`config.mk`:
```
export PLATFORM = sky130hd
export DESIGN_NAME = midpoint_circle_rasterizer
export DESIGN_NICKNAME = d
export VERILOG_FILES = /design/src/rtl/mcr_pkg.sv /design/src/rtl/midpoint_circle_rasterizer.sv /design/src/rtl/mcr_front.sv /design/src/rtl/mcr_queue.sv /design/src/rtl/mcr_back.sv
export SDC_FILE = /design/constraint.sdc
export NUM_CORES = 1
export LEC_CHECK = 0
export BUFFER_PORTS_ARGS = -buffer_cell sky130_fd_sc_hd__buf_2
export CAP_MARGIN = 20
export CELL_PAD_IN_SITES_DETAIL_PLACEMENT = 0
export CELL_PAD_IN_SITES_GLOBAL_PLACEMENT = 1
export CORE_ASPECT_RATIO = 1.4
export CORE_MARGIN = 5
export CORE_UTILIZATION = 35
export DETAILED_ROUTE_END_ITERATION = 7
export HOLD_SLACK_MARGIN = 0.05
export PLACE_DENSITY = 0.67
export SKIP_CTS_REPAIR_TIMING = 1
export SLEW_MARGIN = 30
export SYNTH_ARGS = -nofsm -noshare
export SYNTH_HDL_FRONTEND = slang
export SYNTH_HIERARCHICAL = 1
export SYNTH_SLANG_ARGS = --single-unit
export TNS_END_PERCENT = 1
```
`constraint.sdc`:
```
create_clock -name clk_i -period 11.9 [get_ports clk_i]
set_input_delay 2.38 -clock clk_i [delete_from_list [all_inputs] [get_ports clk_i]]
set_output_delay 2.38 -clock clk_i [all_outputs]
set_load 0.05 [all_outputs]
```
`src/rtl/mcr_pkg.sv`:
```
package mcr_pkg;

  localparam int COORD_BITS    = 11;
  localparam int DEC_BITS      = COORD_BITS + 3;
  localparam int PIX_BITS      = 13;
  localparam int HALF_BITS     = 2;
  localparam int PSIZE_BITS    = 8;
  localparam int PT_BITS       = 3;
  localparam int QUEUE_DEPTH   = 2;
  localparam int QPTR_BITS     = 1;
  localparam int QCNT_BITS     = 2;

  localparam int IN_FIELD_BITS  = 3 * COORD_BITS + HALF_BITS;
  localparam int IN_DATA_BITS   = ((IN_FIELD_BITS + 7) / 8) * 8;
  localparam int OUT_FIELD_BITS = 2 * PIX_BITS;
  localparam int OUT_DATA_BITS  = ((OUT_FIELD_BITS + 7) / 8) * 8;

  localparam logic [PSIZE_BITS-1:0] PSIZE_RESET = PSIZE_BITS'(1);

  // decision increments of the midpoint step
  localparam logic [DEC_BITS-1:0] DEC_INC_EAST      = DEC_BITS'(3);
  localparam logic [DEC_BITS-1:0] DEC_INC_SOUTHEAST = DEC_BITS'(5);

  localparam logic [PT_BITS-1:0] PT_FIRST_FULL  = PT_BITS'(0);
  localparam logic [PT_BITS-1:0] PT_FIRST_LEFT  = PT_BITS'(4);
  localparam logic [PT_BITS-1:0] PT_LAST_RIGHT  = PT_BITS'(3);
  localparam logic [PT_BITS-1:0] PT_LAST_FULL   = PT_BITS'(7);

  typedef enum logic {
    OP_START = 1'b0,
    OP_STEP  = 1'b1
  } op_e;

  typedef enum logic [HALF_BITS-1:0] {
    HALF_FULL  = 2'd0,
    HALF_LEFT  = 2'd1,
    HALF_RIGHT = 2'd2,
    HALF_ALSO_FULL = 2'd3
  } half_e;

  typedef struct packed {
    logic [COORD_BITS-1:0] x;
    logic [COORD_BITS-1:0] y;
    logic [COORD_BITS-1:0] cx;
    logic [COORD_BITS-1:0] cy;
    half_e                 half;
    logic                  done;
  } job_t;

  typedef struct packed {
    logic [PIX_BITS-1:0] py;
    logic [PIX_BITS-1:0] px;
  } pixel_t;

  function automatic logic [PT_BITS-1:0] first_point(half_e half);
    return (half == HALF_LEFT) ? PT_FIRST_LEFT : PT_FIRST_FULL;
  endfunction

  function automatic logic [PT_BITS-1:0] last_point(half_e half);
    return (half == HALF_RIGHT) ? PT_LAST_RIGHT : PT_LAST_FULL;
  endfunction

  // right half first, then the left half
  function automatic pixel_t point_at(job_t j, logic [PT_BITS-1:0] idx);
    logic [PIX_BITS-1:0] x;
    logic [PIX_BITS-1:0] y;
    logic [PIX_BITS-1:0] cx;
    logic [PIX_BITS-1:0] cy;
    pixel_t              p;
    x  = PIX_BITS'(j.x);
    y  = PIX_BITS'(j.y);
    cx = PIX_BITS'(j.cx);
    cy = PIX_BITS'(j.cy);
    case (idx)
      3'd0:    begin p.px = cx + x; p.py = cy + y; end
      3'd1:    begin p.px = cx + y; p.py = cy + x; end
      3'd2:    begin p.px = cx + y; p.py = cy - x; end
      3'd3:    begin p.px = cx + x; p.py = cy - y; end
      3'd4:    begin p.px = cx - x; p.py = cy - y; end
      3'd5:    begin p.px = cx - y; p.py = cy - x; end
      3'd6:    begin p.px = cx - y; p.py = cy + x; end
      default: begin p.px = cx - x; p.py = cy + y; end
    endcase
    return p;
  endfunction

endpackage

```
`src/rtl/midpoint_circle_rasterizer.sv`:
```
// Midpoint circle rasterizer. A start request (tuser 0) loads radius, center
// and half mode and yields the points of (0,r); each step request (tuser 1)
// advances the circle one midpoint step and yields its mirrored points: 8 for
// a full circle, 4 in left-only or right-only mode, right half first. Step
// requests while no circle runs are dropped without output. The front end
// takes one request per cycle while its two-entry job queue has room; the
// back end's point counter sends one point per cycle unless the output
// stalls, so the output port sets the sustained request rate. An idle
// block's first point passes the job queue, job register and output register.
// tlast marks a request's final point; tuser flags that the circle has finished.
module midpoint_circle_rasterizer (
  input  logic                              clk_i,
  input  logic                              rst_ni,
  input  logic                              s_axis_tvalid,
  output logic                              s_axis_tready,
  // radius[10:0], center_x[21:11], center_y[32:22], half_select[34:33], zero pad
  input  logic [mcr_pkg::IN_DATA_BITS-1:0]  s_axis_tdata,
  // op
  input  logic                              s_axis_tuser,
  output logic                              m_axis_tvalid,
  input  logic                              m_axis_tready,
  // pixel_x[12:0], pixel_y[25:13], zero pad
  output logic [mcr_pkg::OUT_DATA_BITS-1:0] m_axis_tdata,
  // circle_done
  output logic                              m_axis_tuser,
  // last_of_step
  output logic                              m_axis_tlast,
  input  logic                              cfg_valid_i,
  output logic                              cfg_ready_o,
  input  logic [mcr_pkg::PSIZE_BITS-1:0]    cfg_data_i
);

  localparam int CB = mcr_pkg::COORD_BITS;

  logic [mcr_pkg::PSIZE_BITS-1:0] point_size_q;
  logic                           q_full, q_valid, push, pop;
  mcr_pkg::job_t                  push_job, pop_job;
  logic [mcr_pkg::PIX_BITS-1:0]   pixel_x, pixel_y;

  // point size setting; always ready, not read by the rasterizer
  assign cfg_ready_o = 1'b1;

  always_ff @(posedge clk_i or negedge rst_ni) begin
    if (!rst_ni) begin
      point_size_q <= mcr_pkg::PSIZE_RESET;
    end else if (cfg_valid_i && cfg_ready_o) begin
      point_size_q <= cfg_data_i;
    end
  end

  mcr_front u_front (
    .clk_i      (clk_i),
    .rst_ni     (rst_ni),
    .in_valid_i (s_axis_tvalid),
    .in_ready_o (s_axis_tready),
    .op_i       (mcr_pkg::op_e'(s_axis_tuser)),
    .radius_i   (s_axis_tdata[CB-1:0]),
    .center_x_i (s_axis_tdata[2*CB-1:CB]),
    .center_y_i (s_axis_tdata[3*CB-1:2*CB]),
    .half_i     (mcr_pkg::half_e'(s_axis_tdata[3*CB+mcr_pkg::HALF_BITS-1:3*CB])),
    .q_full_i   (q_full),
    .push_o     (push),
    .job_o      (push_job)
  );

  mcr_queue u_queue (
    .clk_i   (clk_i),
    .rst_ni  (rst_ni),
    .push_i  (push),
    .job_i   (push_job),
    .full_o  (q_full),
    .valid_o (q_valid),
    .pop_i   (pop),
    .job_o   (pop_job)
  );

  mcr_back u_back (
    .clk_i       (clk_i),
    .rst_ni      (rst_ni),
    .job_valid_i (q_valid),
    .job_i       (pop_job),
    .pop_o       (pop),
    .out_valid_o (m_axis_tvalid),
    .out_ready_i (m_axis_tready),
    .pixel_x_o   (pixel_x),
    .pixel_y_o   (pixel_y),
    .last_o      (m_axis_tlast),
    .done_o      (m_axis_tuser)
  );

  assign m_axis_tdata = mcr_pkg::OUT_DATA_BITS'({pixel_y, pixel_x});

endmodule

```
`src/rtl/mcr_front.sv`:
```
module mcr_front (
  input  logic                           clk_i,
  input  logic                           rst_ni,
  input  logic                           in_valid_i,
  output logic                           in_ready_o,
  input  mcr_pkg::op_e                   op_i,
  input  logic [mcr_pkg::COORD_BITS-1:0] radius_i,
  input  logic [mcr_pkg::COORD_BITS-1:0] center_x_i,
  input  logic [mcr_pkg::COORD_BITS-1:0] center_y_i,
  input  mcr_pkg::half_e                 half_i,
  input  logic                           q_full_i,
  output logic                           push_o,
  output mcr_pkg::job_t                  job_o
);

  logic [mcr_pkg::COORD_BITS-1:0] x_q, x_d, y_q, y_d;
  logic [mcr_pkg::COORD_BITS-1:0] cx_q, cx_d, cy_q, cy_d;
  logic [mcr_pkg::DEC_BITS-1:0]   dec_q, dec_d;
  mcr_pkg::half_e                 half_q, half_d;
  logic                           active_q, active_d;
  logic                           accept;

  assign in_ready_o = !q_full_i;
  assign accept     = in_valid_i && in_ready_o;

  always_comb begin
    x_d      = x_q;
    y_d      = y_q;
    cx_d     = cx_q;
    cy_d     = cy_q;
    dec_d    = dec_q;
    half_d   = half_q;
    active_d = active_q;
    push_o   = 1'b0;
    if (accept) begin
      if (op_i == mcr_pkg::OP_START) begin
        x_d      = '0;
        y_d      = radius_i;
        cx_d     = center_x_i;
        cy_d     = center_y_i;
        half_d   = half_i;
        dec_d    = mcr_pkg::DEC_BITS'(1) - mcr_pkg::DEC_BITS'(radius_i);
        active_d = radius_i != '0;
        push_o   = 1'b1;
      end else if (active_q) begin
        if (dec_q[mcr_pkg::DEC_BITS-1]) begin
          dec_d = dec_q + (mcr_pkg::DEC_BITS'(x_q) << 1) + mcr_pkg::DEC_INC_EAST;
        end else begin
          dec_d = dec_q + ((mcr_pkg::DEC_BITS'(x_q) - mcr_pkg::DEC_BITS'(y_q)) << 1)
                  + mcr_pkg::DEC_INC_SOUTHEAST;
          y_d   = y_q - mcr_pkg::COORD_BITS'(1);
        end
        x_d      = x_q + mcr_pkg::COORD_BITS'(1);
        active_d = y_d > x_d;
        push_o   = 1'b1;
      end
    end
  end

  always_comb begin
    job_o.x    = x_d;
    job_o.y    = y_d;
    job_o.cx   = cx_d;
    job_o.cy   = cy_d;
    job_o.half = half_d;
    job_o.done = !active_d;
  end

  always_ff @(posedge clk_i or negedge rst_ni) begin
    if (!rst_ni) begin
      x_q      <= '0;
      y_q      <= '0;
      cx_q     <= '0;
      cy_q     <= '0;
      dec_q    <= '0;
      half_q   <= mcr_pkg::HALF_FULL;
      active_q <= 1'b0;
    end else begin
      x_q      <= x_d;
      y_q      <= y_d;
      cx_q     <= cx_d;
      cy_q     <= cy_d;
      dec_q    <= dec_d;
      half_q   <= half_d;
      active_q <= active_d;
    end
  end

endmodule

```
`src/rtl/mcr_queue.sv`:
```
module mcr_queue (
  input  logic          clk_i,
  input  logic          rst_ni,
  input  logic          push_i,
  input  mcr_pkg::job_t job_i,
  output logic          full_o,
  output logic          valid_o,
  input  logic          pop_i,
  output mcr_pkg::job_t job_o
);

  mcr_pkg::job_t                  mem_q [mcr_pkg::QUEUE_DEPTH];
  logic [mcr_pkg::QPTR_BITS-1:0]  wr_ptr_q, wr_ptr_d, rd_ptr_q, rd_ptr_d;
  logic [mcr_pkg::QCNT_BITS-1:0]  cnt_q, cnt_d;
  logic                           do_push, do_pop;

  assign full_o  = cnt_q == mcr_pkg::QCNT_BITS'(mcr_pkg::QUEUE_DEPTH);
  assign valid_o = cnt_q != '0;
  assign job_o   = mem_q[rd_ptr_q];
  assign do_push = push_i && !full_o;
  assign do_pop  = pop_i && valid_o;

  always_comb begin
    wr_ptr_d = do_push ? wr_ptr_q + mcr_pkg::QPTR_BITS'(1) : wr_ptr_q;
    rd_ptr_d = do_pop  ? rd_ptr_q + mcr_pkg::QPTR_BITS'(1) : rd_ptr_q;
    cnt_d    = cnt_q;
    if (do_push && !do_pop) begin
      cnt_d = cnt_q + mcr_pkg::QCNT_BITS'(1);
    end else if (do_pop && !do_push) begin
      cnt_d = cnt_q - mcr_pkg::QCNT_BITS'(1);
    end
  end

  always_ff @(posedge clk_i) begin
    if (do_push) begin
      mem_q[wr_ptr_q] <= job_i;
    end
  end

  always_ff @(posedge clk_i or negedge rst_ni) begin
    if (!rst_ni) begin
      wr_ptr_q <= '0;
      rd_ptr_q <= '0;
      cnt_q    <= '0;
    end else begin
      wr_ptr_q <= wr_ptr_d;
      rd_ptr_q <= rd_ptr_d;
      cnt_q    <= cnt_d;
    end
  end

endmodule

```
`src/rtl/mcr_back.sv`:
```
module mcr_back (
  input  logic                         clk_i,
  input  logic                         rst_ni,
  input  logic                         job_valid_i,
  input  mcr_pkg::job_t                job_i,
  output logic                         pop_o,
  output logic                         out_valid_o,
  input  logic                         out_ready_i,
  output logic [mcr_pkg::PIX_BITS-1:0] pixel_x_o,
  output logic [mcr_pkg::PIX_BITS-1:0] pixel_y_o,
  output logic                         last_o,
  output logic                         done_o
);

  mcr_pkg::job_t                job_q;
  logic                         busy_q, busy_d;
  logic [mcr_pkg::PT_BITS-1:0]  idx_q, idx_d;
  logic                         ovalid_q, ovalid_d;
  mcr_pkg::pixel_t              pix_q, pix;
  logic                         last_q, done_q;
  logic                         adv, fin, at_last;

  // while a job is loaded, a point is produced whenever the output register is free or drains
  assign adv     = busy_q && (!ovalid_q || out_ready_i);
  assign at_last = idx_q == mcr_pkg::last_point(job_q.half);
  assign fin     = adv && at_last;
  assign pop_o   = job_valid_i && (!busy_q || fin);
  assign pix     = mcr_pkg::point_at(job_q, idx_q);

  always_comb begin
    busy_d   = busy_q;
    idx_d    = idx_q;
    ovalid_d = ovalid_q;
    if (adv) begin
      ovalid_d = 1'b1;
      idx_d    = idx_q + mcr_pkg::PT_BITS'(1);
    end else if (out_ready_i) begin
      ovalid_d = 1'b0;
    end
    if (fin) begin
      busy_d = 1'b0;
    end
    if (pop_o) begin
      busy_d = 1'b1;
      idx_d  = mcr_pkg::first_point(job_i.half);
    end
  end

  always_ff @(posedge clk_i) begin
    if (pop_o) begin
      job_q <= job_i;
    end
    if (adv) begin
      pix_q  <= pix;
      last_q <= at_last;
      done_q <= job_q.done;
    end
  end

  always_ff @(posedge clk_i or negedge rst_ni) begin
    if (!rst_ni) begin
      busy_q   <= 1'b0;
      idx_q    <= '0;
      ovalid_q <= 1'b0;
    end else begin
      busy_q   <= busy_d;
      idx_q    <= idx_d;
      ovalid_q <= ovalid_d;
    end
  end

  assign out_valid_o = ovalid_q;
  assign pixel_x_o   = pix_q.px;
  assign pixel_y_o   = pix_q.py;
  assign last_o      = last_q;
  assign done_o      = done_q;

endmodule

```
==> results of run 1 <==
-- cells by family after synthesis --
logic type,after synthesis
AND/OR/NAND/NOR,418
AO/OA/AOI/OAI,405
flip-flops,239
adder cells (fa/ha/maj),177
buffers and inverters,163
XOR/XNOR,67
multiplexers,61
other,2
-- cells in the mapped netlist (all sizes together) (28+ instances only) --
library cell and count:
edfxtp 169, ha 166, nand2 158, inv 101, nor2 101, o21ai 96, a21oi 81, dfrtp 70
xnor2 52, mux2 50, clkbuf 32, nor3 32, o22ai 32, buf 28
-- per-stage QoR --
stage	worst slack, ns	cell area (µm²)	utilization [%]	std cells	total power [mW]
after floorplan	6.30	15900	-	1537	3.48
after CTS	7.05	17700	39.4	2222	5.03
after detailed placement	6.47	16900	37.5	2176	4.22
after global routing	6.84	17700	39.4	2222	5.37
final	7.07	17700	39.4	2222	4.98
after global placement	6.49	16900	37.5	2176	4.17
-- worst max-delay path by stage --
stage,startpoint,slack (ns),cells after the start,endpoint
finish,s_axis_tuser,7.07,8,u_queue/mem_q[0][13]
detailed placement,s_axis_tuser,6.47,8,u_queue/mem_q[0][8]
global placement,s_axis_tuser,6.49,8,u_queue/mem_q[0][8]
floorplan,s_axis_tuser,6.30,6,u_queue/mem_q[0][0]
global route,s_axis_tuser,6.84,8,u_queue/mem_q[0][13]
CTS,s_axis_tuser,7.05,8,u_queue/mem_q[0][13]
-- state kept, by name (all words and copies together), names as in the netlist --
signal	cells
u_queue/rd_ptr_q	1
u_front/cx_q	11
u_back/pixel_x_o	13
u_front/cy_q	11
u_queue/mem_q	94
u_queue/wr_ptr_q	1
u_back/last_o	1
u_back/busy_q	1
u_front/active_q	1
u_back/idx_q	3
u_queue/cnt_q	2
u_front/x_q	11
u_front/dec_q	14
u_front/y_q	11
u_front/half_q	2
u_back/done_o	1
u_back/pixel_y_o	13
u_back/job_q	47
u_back/out_valid_o	1
-- layout make-up --
type	instances	area, µm²	share of cell area, %
Clock buffer	29	651	3.67
Clock inverter	17	168	0.946
Inverter	103	387	2.18
Multi-Input combinational cell	1135	8430	47.6
Sequential cell	239	6830	38.5
Tap cell	611	764	4.31
Timing Repair Buffer	88	490	2.77
-- placed cells by master, fill, tap and decap left out, types with 32 or more instances in the layout --
cell and count:
o22ai_1 32, nand2_1 158, edfxtp_1 169, a21oi_1 81
buf_2 68, xnor2_1 52, ha_1 166, nor2_1 99
inv_1 100, dfrtp_1 69, o21ai_0 95
-- metal layers --
metal | global-route usage, % | up-vias | part of all wire, %
met1 | 19.4 | 5674 | 39
met4 | 8.18 | 0 | 5.0
met2 | 32.1 | 257 | 53
met5 | 0 | - | 0
met3 | 1.74 | 83 | 3.2
li1 | - | 5753 | -
-- power groups by stage --
stage	clock network, mW	logic (mW)	registers (mW)
floorplan	0	1.97	1.51
global placement	0	2.76	1.40
detailed placement	0	2.81	1.41
CTS	0.814	2.82	1.39
global route	0.845	3.11	1.42
finish	0.785	2.80	1.39
==> impl_metrics.yaml, run 1 <==
status:
  status: "completed"
clock_network:
  cts_max_level: 1
  clock-sinks: 239
  clock_path_buffers: 3
  cts_buffers: 25
  clk_pin_slew_worst_paths_ns: 0.06
  clkLatencyLatePin_ns: 0.54
  cts-root-buf: "clkbuf_16"
  tritoncts: "done"
worst_setup_path:
  criticalPathCategory: "input pin to flip-flop"
  required_ns: 12.08
  crit_path_max_fanout: 34
  crit_chain: "buf_2, buf_4, clkinv_1, o21ai_1, inv_1, nand2_1, nor2_4, buf_4"
  cp-end-kind: "flip-flop"
  r2r_start: "u_front/x_q[0]"
  slowest_delay_ns: 0.50
  crit_family: "buffers and inverters"
  cpMaxStageDelayCell: "buf_4"
  worst_path_most_repeated_cell: "buf_4"
  worst-r2r-cell-count: 18
  r2r_setup_slack_ns: 7.58
  critical_path.startpoint_type: "input pin"
  rr_endpoint: "u_front/dec_q[13]"
  cp_data_arrival_time_ns: 5.01
  worst-path-buf-inv: 5
global_route:
  grt_pass1_wl_um: 67400
  track_usage_pct: 17.2
  grt_antenna_before_repair: 0
  grt_pass1_vias: 11800
  grt_overflow_total: 0
  grt_max_degree: 53
synth:
  ys_types: 85
  synth_top_area_cell: "edfxtp_1"
  async_reset_ff_share_pct: 29.3
  synth_top_family_by_area: "compound AO/OA/AOI/OAI gates"
  synth-edff-count: 169
  synth-compound-area-share_pct: 17.4
  yosysSeqAreaShare_pct: 42.9
  syn_inst: 1532
  ys_seq_elements: 239
  synth_top_cell_area_share_pct: 31.9
  ys.flop_type: "edfxtp_1"
  synth_simple_gate_area_share_pct: 12.5
  muxShareOfSynthArea_pct: 4.70
  synth_xor_area_share_pct: 3.69
  syn_area_mm2: 0.0159
  synth.area.top_cells: "edfxtp_1 32%, ha_1 13%, dfrtp_1 11%"
  syn_area_per_cell_um2: 10.4
  ys_warn_count: 6
  synthAdderAreaFrac_pct: 14.4
power:
  p_int_mw: 2.74
  pwr_density_cell_mw_per_mm2: 281
  clockPowerShare_pct: 15.8
  comb_power_share_pct: 56.3
  total_leakage_power_nw: 7.29
  pwr-share-seq_pct: 27.9
  ir_drop_v: 0.000287
  switchingPower_mw: 2.24
  swShare_pct: 44.9
timing:
  fin_crit_sh_pct: 40.6
  tightest_slew_ns: 0.874
  slew_violations: 0
  fmaxAchievable_mhz: 207
  skew_ns: 0.00951
  finalCriticalPeriod_ns: 4.83
  rsz0062_at_grt: "no"
  max_slew_margin_pct: 41.5
  setup_viol: 0
  hold_viol: 0
  tns_ns: 0
  hold-worst-slack_ns: 0.444
min_path:
  hold_path_class: "flip-flop to flip-flop"
  hold_start: "u_back/job_q[0]"
  hold_end: "u_back/done_o"
  min_path_cells: 0
routing:
  first_pass_iters: 5
  via_per_inst: 5.30
  ant_nets: 0
  vias: 11800
  drt-initial-drc-count: 581
  drt_wl_total_um: 44000
  wl_per_cell_um: 19.8
  drc: 0
die:
  num_io_pins: 91
  die_area_mm2: 0.0499
  die_h_um: 262
  chipWidth_um: 190
  num_rows: 92
  initial_core_util_pct: 35.4
  coreArea_mm2: 0.0450
placed_design:
  hpwlAfterDp_um: 33900
  gp_congestion: 0.893
  port_buffers: 69
final_layout:
  num_antenna_cells: 0
  layout-drive-gt1-share_pct: 13.5
  area_growth_pct: 11.3
  fillCellCount: 4417
  finalNetCount: 1823
flow_run:
  max_cap_violations: 0
Note: power is estimated with default switching activity, not from simulation.
==> run 2: changes to the inputs <==
--- a/config.mk
+++ b/config.mk
@@ -14,7 +14,7 @@
 export CORE_UTILIZATION = 35
 export DETAILED_ROUTE_END_ITERATION = 7
 export HOLD_SLACK_MARGIN = 0.05
-export PLACE_DENSITY = 0.67
+export PLACE_DENSITY = 0.69
 export SKIP_CTS_REPAIR_TIMING = 1
 export SLEW_MARGIN = 30
 export SYNTH_ARGS = -nofsm -noshare
==> constraint.sdc (replaced) <==
create_clock -name clk_i -period 4.1 [get_ports clk_i]
set_input_delay 0.82 -clock clk_i [delete_from_list [all_inputs] [get_ports clk_i]]
set_output_delay 0.82 -clock clk_i [all_outputs]
set_load 0.05 [all_outputs]
==> run 2 against run 1 <==
Critical path depth rose by 10. Sequential power rose to 2.9 times the previous value. Power rose to 2.9 times the previous value. Final cell count rose by 0.41%. Setup slack got worse by 6.8 ns. Design area rose by 0.27%. Die area did not move. Core utilization rose by 0.11 points. First-iteration DRC count fell by 0.34%. Non-clock buffer count rose by 11. Clock power rose to 2.8 times the previous value. Hold slack got worse by 0.15 ns. Highest routed layer unchanged.
==> impl_metrics.yaml, run 2 (synthesis gave the netlist of run 1 again) <==
status:
  status: "completed"
clock_network:
  tritoncts: "done"
  clk_pin_slew_worst_paths_ns: 0.07
  clkLatencyLatePin_ns: 0.55
  clock-sinks: 239
  clock_path_buffers: 3
  cts_buffers: 24
  cts_max_level: 1
  cts-root-buf: "clkbuf_16"
power:
  ir_drop_v: 0.000906
  total_leakage_power_nw: 7.32
  pwr_density_cell_mw_per_mm2: 814
die:
  chipWidth_um: 190
  die_area_mm2: 0.0499
  die_h_um: 262
  num_io_pins: 91
  num_rows: 92
  initial_core_util_pct: 35.4
  coreArea_mm2: 0.0450
placed_design:
  dp_slack_ns: 0.127
  port_buffers: 69
  gp_congestion: 0.906
  dp_cells: 2187
  hpwlAfterDp_um: 34200
  placed_area_mm2: 0.0170
final_layout:
  final_cell_mix: "169 x edfxtp_1, 166 x ha_1, 158 x nand2_1, 100 x inv_1, 98 x nor2_1"
  final_util_pct: 39.5
  finish.instance_area_mm2: 0.0178
  fillCellCount: 4384
  largest_register: "u_queue/mem_q"
  area_growth_pct: 11.6
  layout.cells.non_filler: 2231
  layout-drive-gt1-share_pct: 14.1
  register_area_mm2: 0.00683
  largest_reg_flops: 94
  finalNetCount: 1833
  multi_input_area_mm2: 0.00844
  reg.largest.list: "u_queue/mem_q: 94 flops, u_back/job_q: 47 flops, u_front/dec_q: 14 flops"
  num_antenna_cells: 0
  final_common_cell: "edfxtp_1"
worst_setup_path:
  rr_endpoint: "u_front/dec_q[13]"
  r2r_start: "u_front/x_q[0]"
  cp-end-kind: "flip-flop"
  required_ns: 4.53
  worst-r2r-cell-count: 18
  startpoint: "u_front/x_q[0]"
  r2r_setup_slack_ns: 0.24
  crit_path_max_fanout: 5
  setup.worst_path.end: "u_front/dec_q[13]"
  critical_path.startpoint_type: "flip-flop"
  criticalPathCategory: "flip-flop to flip-flop"
  cp_data_arrival_time_ns: 4.28
timing:
  skew_ns: 0.0372
  setup_viol: 0
  fmaxAchievable_mhz: 259
  tns_ns: 0
  tightest_slew_ns: 0.899
  fin_ws_ns: 0.241
  fin_crit_sh_pct: 94.1
  hold_viol: 0
  rsz0062_at_grt: "no"
  finalCriticalPeriod_ns: 3.86
  slew_violations: 0
  max_slew_margin_pct: 39.9
routing:
  drt_wl_total_um: 44200
  ant_nets: 0
  vias: 11800
  wl_per_cell_um: 19.8
  drc: 0
  drt-initial-drc-count: 579
  via_per_inst: 5.30
  first_pass_iters: 7
global_route:
  grt_pass1_vias: 11900
  met2_usage_pct: 32.3
  grt_util_met1_pct: 19.0
  grt_antenna_before_repair: 1
  grt_overflow_total: 0
  track_usage_pct: 17.0
  grt_pass1_wl_um: 66800
  gr-usage-met3_pct: 1.70
  grt_max_degree: 71
  grt-busiest-layer: "met2"
flow_run:
  max_cap_violations: 0
min_path:
  hold_path_class: "input pin to async pin"
-- run 2: cell count changes in the layout (fill, tap and decap cells not counted), sizes merged --
| cell | change |
|---|---|
| clkbuf | +2 |
| inv | -5 |
| clkinvlp | +1 |
| buf | +11 |
-- run 2: area by class of cell --
cell class / count / share of cell area (%)
Clock buffer: 31 / 3.53
Clock inverter: 13 / 0.803
Inverter: 103 / 2.18
Multi-Input combinational cell: 1135 / 47.5
Sequential cell: 239 / 38.4
Tap cell: 611 / 4.30
Timing Repair Buffer: 99 / 3.25
-- run 2: through the flow --
stage | hold slack [ns] | power (mW)
final | 0.297 | 14.5
after global routing | 0.354 | 15.5
after CTS | 0.332 | 14.5
after detailed placement | 0.459 | 12.3
after global placement | 0.446 | 12.2
after floorplan | 0.400 | 10.1
-- run 2: critical path, stage by stage (launching register included) --
cell      delay, ns
dfrtp_1        0.39
inv_1          0.08
ha_1           0.18
inv_1          0.06
fa_1           0.40
a21o_1         0.18
a21oi_2        0.19
buf_4          0.14
o21ai_0        0.07
nor2_1         0.12
xnor2_1        0.15
ha_1           0.26
ha_1           0.34
o211ai_1       0.14
a22oi_1        0.38
a21o_1         0.19
nand3_1        0.10
xnor2_1        0.14
o311ai_1       0.22
-- run 2: per-layer routing --
metal  up-vias  wire [µm]  part of all wire, %
li1       5775          -                    -
met1      5693      17200                   39
met2       266      23500                   53
met3        85       1470                  3.3
met4         0       2070                  4.7
met5         -          0                    0
-- run 2: worst min-delay path by stage --
stage / from / endpoint / slack, ns / cells past startpoint
global route: rst_ni / u_front/cx_q[7] / 0.35 / 1
floorplan: u_back/job_q[0] / u_back/done_o / 0.40 / 0
finish: rst_ni / u_front/cx_q[7] / 0.30 / 1
CTS: rst_ni / u_front/x_q[0] / 0.33 / 1
detailed placement: u_back/job_q[0] / u_back/done_o / 0.46 / 0
global placement: u_back/job_q[0] / u_back/done_o / 0.45 / 0
-- run 2: report_power, final --
group / leakage, nW / switching [mW] / total [mW] / internal, mW
registers: 2.42 / 0.431 / 4.02 / 3.59
logic: 4.53 / 5.11 / 8.26 / 3.16
clock network: 0.371 / 0.957 / 2.18 / 1.22
total: 7.32 / 6.50 / 14.5 / 7.97
==> run 3: changes to the inputs <==
--- a/config.mk
+++ b/config.mk
@@ -5,7 +5,7 @@
 export SDC_FILE = /design/constraint.sdc
 export NUM_CORES = 1
 export LEC_CHECK = 0
-export BUFFER_PORTS_ARGS = -buffer_cell sky130_fd_sc_hd__buf_2
+export BUFFER_PORTS_ARGS = -buffer_cell sky130_fd_sc_hd__clkbuf_2
 export CAP_MARGIN = 20
 export CELL_PAD_IN_SITES_DETAIL_PLACEMENT = 0
 export CELL_PAD_IN_SITES_GLOBAL_PLACEMENT = 1
@@ -14,7 +14,8 @@
 export CORE_UTILIZATION = 35
 export DETAILED_ROUTE_END_ITERATION = 7
 export HOLD_SLACK_MARGIN = 0.05
-export PLACE_DENSITY = 0.69
+export PLACE_DENSITY_LB_ADDON = 0.1
+export REMOVE_ABC_BUFFERS = 1
 export SKIP_CTS_REPAIR_TIMING = 1
 export SLEW_MARGIN = 30
 export SYNTH_ARGS = -nofsm -noshare
==> run 3 against run 2 <==
Global-route usage is 0.56 points higher. Power is 3.5% higher. Final cell count is 0.99% higher. Setup slack better by 0.017 ns. Combinational power is 5.2% higher. Highest routed layer unchanged. Sequential power hardly changed. Maximum frequency is 0.43% higher.
==> impl_metrics.yaml, run 3 (synthesis gave the netlist of run 1 again) <==
power:
  clockPowerShare_pct: 15.1
  ir_drop_v: 0.000909
  pwr-share-seq_pct: 26.9
  pwr_density_cell_mw_per_mm2: 834
  total_leakage_power_nw: 7.45
  switchingPower_mw: 6.64
  p_int_mw: 8.33
  comb_power_share_pct: 58.0
  swShare_pct: 44.4
timing:
  fmaxAchievable_mhz: 260
  tightest_slew_ns: 0.918
  tns_ns: 0
  hold_viol: 0
  slew_violations: 0
  skew_ns: 0.0129
  max_slew_margin_pct: 38.8
  finalCriticalPeriod_ns: 3.84
  fin_crit_sh_pct: 93.7
  setup_viol: 0
clock_network:
  cts_max_level: 1
  clock-sinks: 239
  clk_pin_slew_worst_paths_ns: 0.07
  cts-root-buf: "clkbuf_16"
  cts_buffers: 25
  tritoncts: "done"
  clkLatencyLatePin_ns: 0.53
  clock_path_buffers: 3
worst_setup_path:
  criticalPathCategory: "flip-flop to flip-flop"
  startpoint: "u_front/x_q[0]"
  critical_path.startpoint_type: "flip-flop"
  crit_path_max_fanout: 5
  cp_data_arrival_time_ns: 4.27
  r2r_start: "u_front/x_q[0]"
  required_ns: 4.53
  cp-end-kind: "flip-flop"
final_layout:
  final_common_cell: "edfxtp_1"
  fillCellCount: 4398
  num_antenna_cells: 0
  reg.largest.list: "u_queue/mem_q: 94 flops, u_back/job_q: 47 flops, u_front/dec_q: 14 flops"
  layout-drive-gt1-share_pct: 15.2
  largest_reg_flops: 94
  area_growth_pct: 12.9
  final_cell_mix: "169 x edfxtp_1, 165 x ha_1, 158 x nand2_1, 100 x inv_1, 99 x nor2_1"
  finish.instance_area_mm2: 0.0180
  largest_register: "u_queue/mem_q"
  finalNetCount: 1855
  layout.cells.non_filler: 2253
die:
  initial_core_util_pct: 35.4
  die_h_um: 262
  num_rows: 92
  die_area_mm2: 0.0499
  chipWidth_um: 190
  num_io_pins: 91
  coreArea_mm2: 0.0450
placed_design:
  port_buffers: 69
  dp_cells: 2208
  gp_congestion: 0.844
  placed_area_mm2: 0.0171
  hpwlAfterDp_um: 35200
global_route:
  grt_pass1_wl_um: 69100
  grt_pass1_vias: 12200
  track_usage_pct: 17.6
  grt_max_degree: 53
  grt_overflow_total: 0
  grt_antenna_before_repair: 0
routing:
  vias: 11800
  wl_per_cell_um: 19.9
  via_per_inst: 5.23
  drt-initial-drc-count: 473
  ant_nets: 0
  drt_wl_total_um: 44800
  first_pass_iters: 4
  drc: 0
status:
  status: "completed"
min_path:
  hold_path_class: "input pin to async pin"
flow_run:
  max_cap_violations: 0
[run 3: cell count changes in the layout (fill, tap and decap cells not counted), moves of 2 or more]
| cell | before | now |
|---|---|---|
| nor2_2 | 2 | 0 |
| buf_4 | 30 | 52 |
| buf_2 | 68 | 0 |
| clkbuf_2 | 0 | 68 |
| clkinv_2 | 5 | 1 |
| clkbuf_8 | 0 | 3 |
| clkbuf_16 | 24 | 26 |
| clkinv_4 | 3 | 1 |
| inv_6 | 0 | 2 |
[run 3: per-stage QoR]
step	utilization (%)	hold slack, ns	total power, mW	setup WS [ns]
3_5_place_dp	38.1	0.433	12.8	0.200
5_1_grt	39.9	0.446	16.2	-0.0263
6_report	39.9	0.405	15.0	0.258
4_1_cts	39.9	0.406	15.1	0.186
3_3_place_gp	38.1	0.434	12.7	0.214
2_1_floorplan	-	0.400	9.99	-0.783
[run 3: worst max-delay path, stage by stage, from the launching register on]
cell	delay (ns)
dfrtp_1	0.38
inv_1	0.07
ha_1	0.18
inv_1	0.06
fa_2	0.34
a21o_1	0.17
a21oi_1	0.15
buf_4	0.14
o211ai_1	0.12
a31o_2	0.29
a21oi_2	0.15
xnor2_1	0.15
ha_1	0.28
ha_4	0.28
a21oi_1	0.06
buf_4	0.15
nand4b_1	0.09
o311a_1	0.16
nand3_1	0.11
xnor2_1	0.14
o311ai_1	0.27
[run 3: path summary, 6_finish.rpt]
check | to | slack, ns | cells after the start
worst max-delay path | u_front/dec_q[13] | 0.26 | 20
worst min-delay path | u_front/dec_q[1] | 0.40 | 1
worst max register to register | u_front/dec_q[13] | 0.26 | 20
worst min register to register | u_back/done_o | 0.44 | 0
max in group asynchronous | u_front/y_q[6] | 2.85 | 2
min in group clk_i | u_back/done_o | 0.44 | 0
[run 3: metal layers]
layer	global-route usage [%]	vias up	share of wire (%)
met4	6.93	0	4.0
met1	19.6	5687	39
met2	34.1	190	54
met3	1.50	82	2.4
met5	0	-	0
li1	-	5819	-
[run 3: power groups by stage]
| stage | sequential, mW | clock, mW | combinational [mW] |
|---|---|---|---|
| 5_1_grt | 4.12 | 2.43 | 9.60 |
| 6_report | 4.03 | 2.25 | 8.69 |
| 4_1_cts | 4.04 | 2.35 | 8.75 |
| 2_1_floorplan | 4.54 | 0 | 5.45 |
| 3_3_place_gp | 4.08 | 0 | 8.63 |
| 3_5_place_dp | 4.09 | 0 | 8.70 |
[run 3: layout make-up]
type / instances / area, µm² / area share, %
clock inverters: 8 / 83.8 / 0.467
multi-input cells: 1135 / 8450 / 47.0
well taps: 611 / 764 / 4.25
clock buffers: 37 / 722 / 4.02
flip-flops and latches: 239 / 6830 / 38.0
repair buffers: 120 / 731 / 4.07
inverters: 103 / 387 / 2.15
